## src/hdl/route_table_cost_evaluator_unit_assert.svh

```systemverilog
// assertion macros for the route table cost evaluator
// used by the top level only, no other dependencies
`ifndef ROUTE_TABLE_COST_EVALUATOR_UNIT_ASSERT_SVH
`define ROUTE_TABLE_COST_EVALUATOR_UNIT_ASSERT_SVH
// implication checked on every edge outside reset
`define RTCE_ASSERT_IMPLY(label, ante, cons) \
    label: assert property (@(posedge clk) disable iff (!rst_n) (ante) |-> (cons)) \
        else $error("assertion failed");
// next-cycle implication
`define RTCE_ASSERT_NEXT(label, ante, cons) \
    label: assert property (@(posedge clk) disable iff (!rst_n) (ante) |=> (cons)) \
        else $error("assertion failed");
`endif

```

## src/hdl/rtce_pkg.sv

```systemverilog
// shared types and constants for the route table cost evaluator
// no dependencies
package rtce_pkg;
    localparam int MaxNodes  = 256;
    localparam int MaxRoutes = 16;
    localparam int NodeW  = $clog2(MaxNodes);
    localparam int RouteW = $clog2(MaxRoutes);
    localparam int LenW   = NodeW + 1;
    localparam int SlotAw = RouteW + NodeW;
    localparam int CostAw = 2 * NodeW;

    localparam logic [2:0] OP_LOAD_COST   = 3'd0;
    localparam logic [2:0] OP_LOAD_DEMAND = 3'd1;
    localparam logic [2:0] OP_INSERT      = 3'd2;
    localparam logic [2:0] OP_DELETE      = 3'd3;
    localparam logic [2:0] OP_EVALUATE    = 3'd4;

    localparam logic [1:0] ST_OK    = 2'd0;
    localparam logic [1:0] ST_FULL  = 2'd1;
    localparam logic [1:0] ST_RANGE = 2'd2;
    localparam logic [1:0] ST_EMPTY = 2'd3;

    localparam logic [1:0] CFG_ROUTE_COUNT = 2'd0;
    localparam logic [1:0] CFG_CAPACITY    = 2'd1;
    localparam logic [1:0] CFG_PENALTY     = 2'd2;

    localparam logic [47:0] COST_MAX = 48'hFFFF_FFFF_FFFF;

    typedef struct packed {
        logic [2:0]  operation;
        logic [7:0]  from_node;
        logic [7:0]  to_node;
        logic [31:0] cost_value;
        logic [15:0] demand_value;
        logic [3:0]  route_index;
        logic [7:0]  slot_position;
        logic [7:0]  customer_node;
    } in_item_t;

    typedef struct packed {
        logic [47:0] total_cost;
        logic [1:0]  status;
    } out_item_t;

    // accumulator commands from the sequencer
    typedef struct packed {
        logic clear;
        logic add_cost;
        logic add_demand;
        logic route_start;
        logic route_end;
    } acc_ctl_t;
endpackage

```

## src/hdl/rtce_accum.sv

```systemverilog
// adder unit: running cost total, whose adder costs and penalties share, and per-route demand load
// depends on rtce_pkg
module rtce_accum import rtce_pkg::*;
(
    input  logic        clk,
    input  logic        rst_n,
    input  acc_ctl_t    ctl,
    input  logic [31:0] cost_in,
    input  logic [15:0] demand_in,
    input  logic [23:0] capacity,
    input  logic [31:0] penalty,
    output logic [47:0] total
);
    logic [49:0] total_reg, total_next;
    logic [24:0] load_reg, load_next;
    logic        over_reg, over_next;
    logic [49:0] addend;

    always_comb
    begin
        addend = '0;
        if (ctl.add_cost)
            addend = {18'd0, cost_in};
        else if (ctl.route_end && over_reg)
            addend = {18'd0, penalty};
        total_next = total_reg + addend;
        if (total_next[49:48] != 2'b00)
            total_next = {2'b00, COST_MAX};
        if (ctl.clear)
            total_next = '0;
        load_next = load_reg;
        over_next = over_reg;
        if (ctl.route_start)
        begin
            load_next = '0;
            over_next = 1'b0;
        end
        else if (ctl.add_demand)
        begin
            load_next = load_reg + {9'd0, demand_in};
            if (load_next > {1'b0, capacity})
            begin
                over_next = 1'b1;
                load_next = {1'b0, capacity} + 25'd1;
            end
        end
    end

    always_ff @(posedge clk or negedge rst_n)
    begin
        if (!rst_n)
        begin
            total_reg <= '0;
            load_reg  <= '0;
            over_reg  <= 1'b0;
        end
        else
        begin
            total_reg <= total_next;
            load_reg  <= load_next;
            over_reg  <= over_next;
        end
    end

    assign total = total_reg[47:0];
endmodule

```

## config.mk

```make
export PLATFORM = sky130hd
export DESIGN_NAME = rtce_accum
export DESIGN_NICKNAME = d
export VERILOG_FILES = /design/src/hdl/route_table_cost_evaluator_unit_assert.svh /design/src/hdl/rtce_pkg.sv /design/src/hdl/rtce_accum.sv
export SDC_FILE = /design/constraint.sdc
export NUM_CORES = 1
export LEC_CHECK = 0
export ABC_AREA = 1
export BUFFER_PORTS_ARGS = -buffer_cell sky130_fd_sc_hd__buf_2
export CORE_AREA = 2 2 149 151
export DETAILED_ROUTE_END_ITERATION = 6
export DIE_AREA = 0 0 151 153
export GPL_TIMING_DRIVEN = 0
export PLACE_DENSITY = 0.78
export SYNTH_ARGS = -nofsm -noshare
export SYNTH_HDL_FRONTEND = slang
export SYNTH_SLANG_ARGS = --single-unit
export TNS_END_PERCENT = 5
```

## constraint.sdc

```tcl
create_clock -name clk -period 3.1 [get_ports clk]
set_input_delay 0.31 -clock clk [delete_from_list [all_inputs] [get_ports clk]]
set_output_delay 0.31 -clock clk [all_outputs]
set_load 0.05 [all_outputs]
```

* Yosys cells after proc, flatten, opt, wreduce, memory -nomap -nowiden
Cells that the tools add are included.
Word-level totals: flip-flop bits (word level) 76, input port bits 111, output and inout bits 48, word-level logic and storage cells 22
Operators by class: add/subtract/negate cells 3, $lt $le $gt $ge 1, muxes and demuxes 10, reduce and logical (&&, ||, !) cells 5
Operators with widths (number):
- 2-to-1 mux 50 bit | 3
- 2-to-1 mux 25 bit | 3
- adder 50 bit | 1
- 2-to-1 mux 32 bit | 1
- adder 24 x 1 -> 25 bit, second input constant | 1
- adder 25 x 16 -> 25 bit | 1
- greater-than comparator 25 x 24 -> 1 bit | 1
- nonzero test 2 bit | 3
- 2-to-1 mux 1 bit | 3
- AND reduction 2 bit | 1
- logical AND 1 bit | 1

* Longest topological paths before layout
depth after elaboration 7, gate-level depth with buffers 28, gate-level depth less buffers 27

* Worst setup path before layout
No wires, ideal clock.
path kind register to register, start register load_reg[0], end register load_reg[5], setup time 0.118 ns, arrival 3.170 ns, required time 2.982 ns, setup slack -0.188 ns, stages on the path, launching flop included 26, cells stage by stage dfrtp_1 > ha_1 > inv_1 > fa_1 > inv_1 > nand3_1 > nand2_1 > nand2_1 > nand2_1 > nand3_1 > nand2_1 > nand2_1 > nand2_1 > xor2_1 > inv_1 > ha_1 > nand2_1 > nor4_1 > nand2_1 > nand2_1 > nand3_2 > nand2_4 > buf_4 > nand3_1 > nand3_1 > nand2_1
On the way: word-level cells in the longest chain between the ends 5
Ends and longest elaborated chain:
- start: declaration | line rtce_accum.sv:15 | logic [24:0] load_reg, load_next;
- start signal: assignment | line rtce_accum.sv:60 | load_reg <= load_next;
- adder 25 x 16 -> 25 bit (*) | line rtce_accum.sv:40 | load_next = load_reg + {9'd0, demand_in};
- greater-than comparator 25 x 24 -> 1 bit | line rtce_accum.sv:41 | if (load_next > {1'b0, capacity})
- 2-to-1 mux 25 bit (*) | line rtce_accum.sv:41
- 2-to-1 mux 25 bit (*) | line rtce_accum.sv:38 | else if (ctl.add_demand)
- 2-to-1 mux 25 bit (*) | line rtce_accum.sv:33 | if (ctl.route_start)
Mark *: on every way between the ends. The rest lies on a longest branch, timed or not. The select of a mux whose other input is x is not followed. A chain may end at the register's enable or synchronous reset.

* Worst setup path in the final report
start register load_reg[0], end register load_reg[11]
Same word-level chain as after synthesis.

==> run summary <==
Most frequent cells in the layout = nand2_1 (520), inv_1 (215), buf_2 (164), nor2_1 (142), nand3_1 (113)
Final Hold Viols = 0
Status = complete, but fails checks
Pwr Total = 6.441 mW
Max-Cap Viols = 0
Initial Util = 44.55%
Place WS = -0.8643 ns
Tot GR Track Use = 28.13%
Leak = 6.467 nW
Post-route setup slack = -0.5170 ns
RSZ-0062 raised after global routing = yes
Violated checks = setup timing
DRC = 0
Largest area contributor in the netlist = nand2_1
Slowest cell on crit path = dfrtp_1
First drt pass iteration count = 5
Core region area = 21490 sq um
GRT Residual Overflow = 0
Met2 usage = 49.50%
Largest net degree at the start of global routing = 43
Share of layout cells above drive strength 1 = 19.81%
GRT busiest layer = met2
Count of final setup violators = 48
RR Startpoint = load_reg[0]
Die X = 151 um
Utilization after layout = 54.00%
Mapped Cells = 1612
Clock transition at path regs = 0.07 ns
Final min period = 3.617 ns
Register area share after synthesis = 19.87%
Critical path's largest stage delay = 0.36 ns
Met3 Resource Use GR = 3.284%
Antenna violations before repair = 4
PD cells = 555.2 nW/um^2
FP Rows = 54
Bufs and invs on worst path = 6
Main synth FF type = dfrtp_1
CTS Sinks = 76
Top cells by area, synth = nand2_1 (21%), dfrtp_1 (20%), ha_1 (9.5%), inv_1 (8.7%), nand3_1 (6.7%)
Most common library cell in the layout ignoring fill and taps = nand2_1
WP data required = 3.39 ns
Count of flip-flops with a built-in enable after synthesis = 0
Drt initial violations = 687
Arrival time at the worst endpoint = 3.91 ns
Post-DRT Antenna Nets = 0
Critical path capture point type = register
Final #Nets = 1993
Routed wire per std cell = 15.56 um
Sequential cell area = 1902 sq um
CTS buffer count = 9
Worst Setup EP = load_reg[11]
I/O Pins = 159
Kind of critical path = reg2reg
PortBufs = 157
CTS tree = yes
Fillers = 2218
Area delta synth->final = 21.22%
Reg-to-reg slack, setup = -0.52 ns
Final wirelength = 32.61 mm
Met1 usage = 31.93%
Clk buf depth = 2
Number of synthesized register bits = 76
Footprint of the multi-input gates = 6565 sq um
Count of different cell masters after synthesis = 39
VDD IR max = 0.3217 mV
Die ar. = 23100 sq um
WP depth = 26
Worst reg2reg endpoint = load_reg[11]
Clock Tree Root = clkbuf_16
Fin crit share = 116.7%
Syn avg cell area = 5.938 sq um
Top-area cell type share of the netlist area = 21.33%
Final Slew Violations = 0
Synth Cell Area = 9572 sq um
Max transition margin = 40.78%
Worst Setup SP = load_reg[0]
Routed vias = 11060
Vias in the first global route = 10480
Clk Latency, worst-skew pair = 0.36 ns
Clock skew = 0.01115 ns
R2R cell count = 26
First-pass GRT wire length = 51.04 mm
Fmax = 276.5 MHz
Final RePlAce weighted congestion = 0.9887
Flip-flop count of the largest register after layout = 50
Worst Tran Pin Value = 0.8801 ns
Hold Crit Class = in2reg
Die span in y = 153 um
Synth warn = 0
Vias per cell = 5.278
Async S/R FF share, synth = 100.0%
CP delay by family, top = simple AND/OR/NAND/NOR gates
Critical Path Source Type = register
Post-DP HPWL = 26.65 mm
H-tree levels = 3
Crit Path Max Fanout = 5
-- stage by stage --
step | area [sq um] | std cells | hold WS, ns | setup TNS, ns
detailed placement | 10750 | 2051 | 0.3024 | -51.40
finish | 11600 | 2096 | 0.1470 | -12.63
floorplan | 9590 | 1613 | 0.01441 | 0
global placement | 10730 | 2050 | 0.4688 | -46.69
global route | 11600 | 2094 | 0.1469 | -30.40
CTS | 11450 | 2088 | 0.1300 | -10.10
-- layer usage --
| metal | part of all wire (%) | up-vias |
|---|---|---|
| li1 | - | 5540 |
| met1 | 39 | 5004 |
| met2 | 49 | 411 |
| met3 | 5.8 | 107 |
| met4 | 6.4 | 0 |
| met5 | 0 | - |
-- synth_stat cells, drive strengths merged, types with 3 or more instances --
cell type / instances
nand2: 553
xnor2: 18
nand3b: 7
buf: 66
nand4: 60
nand3: 132
o21ai: 80
a21oi: 78
o21bai: 4
nor2: 149
a21o: 3
dfrtp: 76
inv: 221
xor2: 30
clkbuf: 17
nor3: 24
nor4: 9
ha: 73
-- report_power, final --
part	switching (mW)	internal (mW)	leakage (nW)
clock	0.459	0.644	0.144
combinational	2.47	1.52	5.38
sequential	0.176	1.17	0.944
-- worst min-delay path by stage --
stage                     start            end  slack, ns  cells past startpoint
floorplan                 rst_n    load_reg[0]       0.01                      0
global route             ctl[1]       over_reg       0.15                      2
CTS                      ctl[1]       over_reg       0.13                      2
global placement    load_reg[0]    load_reg[0]       0.47                      2
detailed placement        rst_n  total_reg[22]       0.30                      1
finish                   ctl[1]       over_reg       0.15                      2
-- cell families (layout without fill, tap and decap cells) --
group	count (synthesis)	after routing	synth area share, %
simple gates	938	938	41.87
buf+inv	305	504	14.68
compound gates	169	169	9.190
flops	76	76	19.87
fa+ha+maj	75	75	9.961
xor+xnor	48	48	4.392
other cells	1	6	0.03918
-- final cells by class --
cell class / count / share of cell area [%]
Antenna cell: 4 / 0.08627
Buffer: 81 / 4.907
Clock buffer: 10 / 2.060
Clock inverter: 6 / 0.5500
Inverter: 222 / 7.182
Multi-Input combinational cell: 1232 / 56.58
Sequential cell: 76 / 16.39
Tap cell: 280 / 3.020
Timing Repair Buffer: 185 / 9.220
-- timing repair --
item	4_1_cts	5_1_grt
hold buffers	1	0
buffers inserted	18	6
gates cloned	2	0
hold endpoints to repair	34	0
pin swaps	29	28
setup endpoints to repair	74	74
resized for setup	56	37
Note: power is estimated with default switching activity, not from simulation.
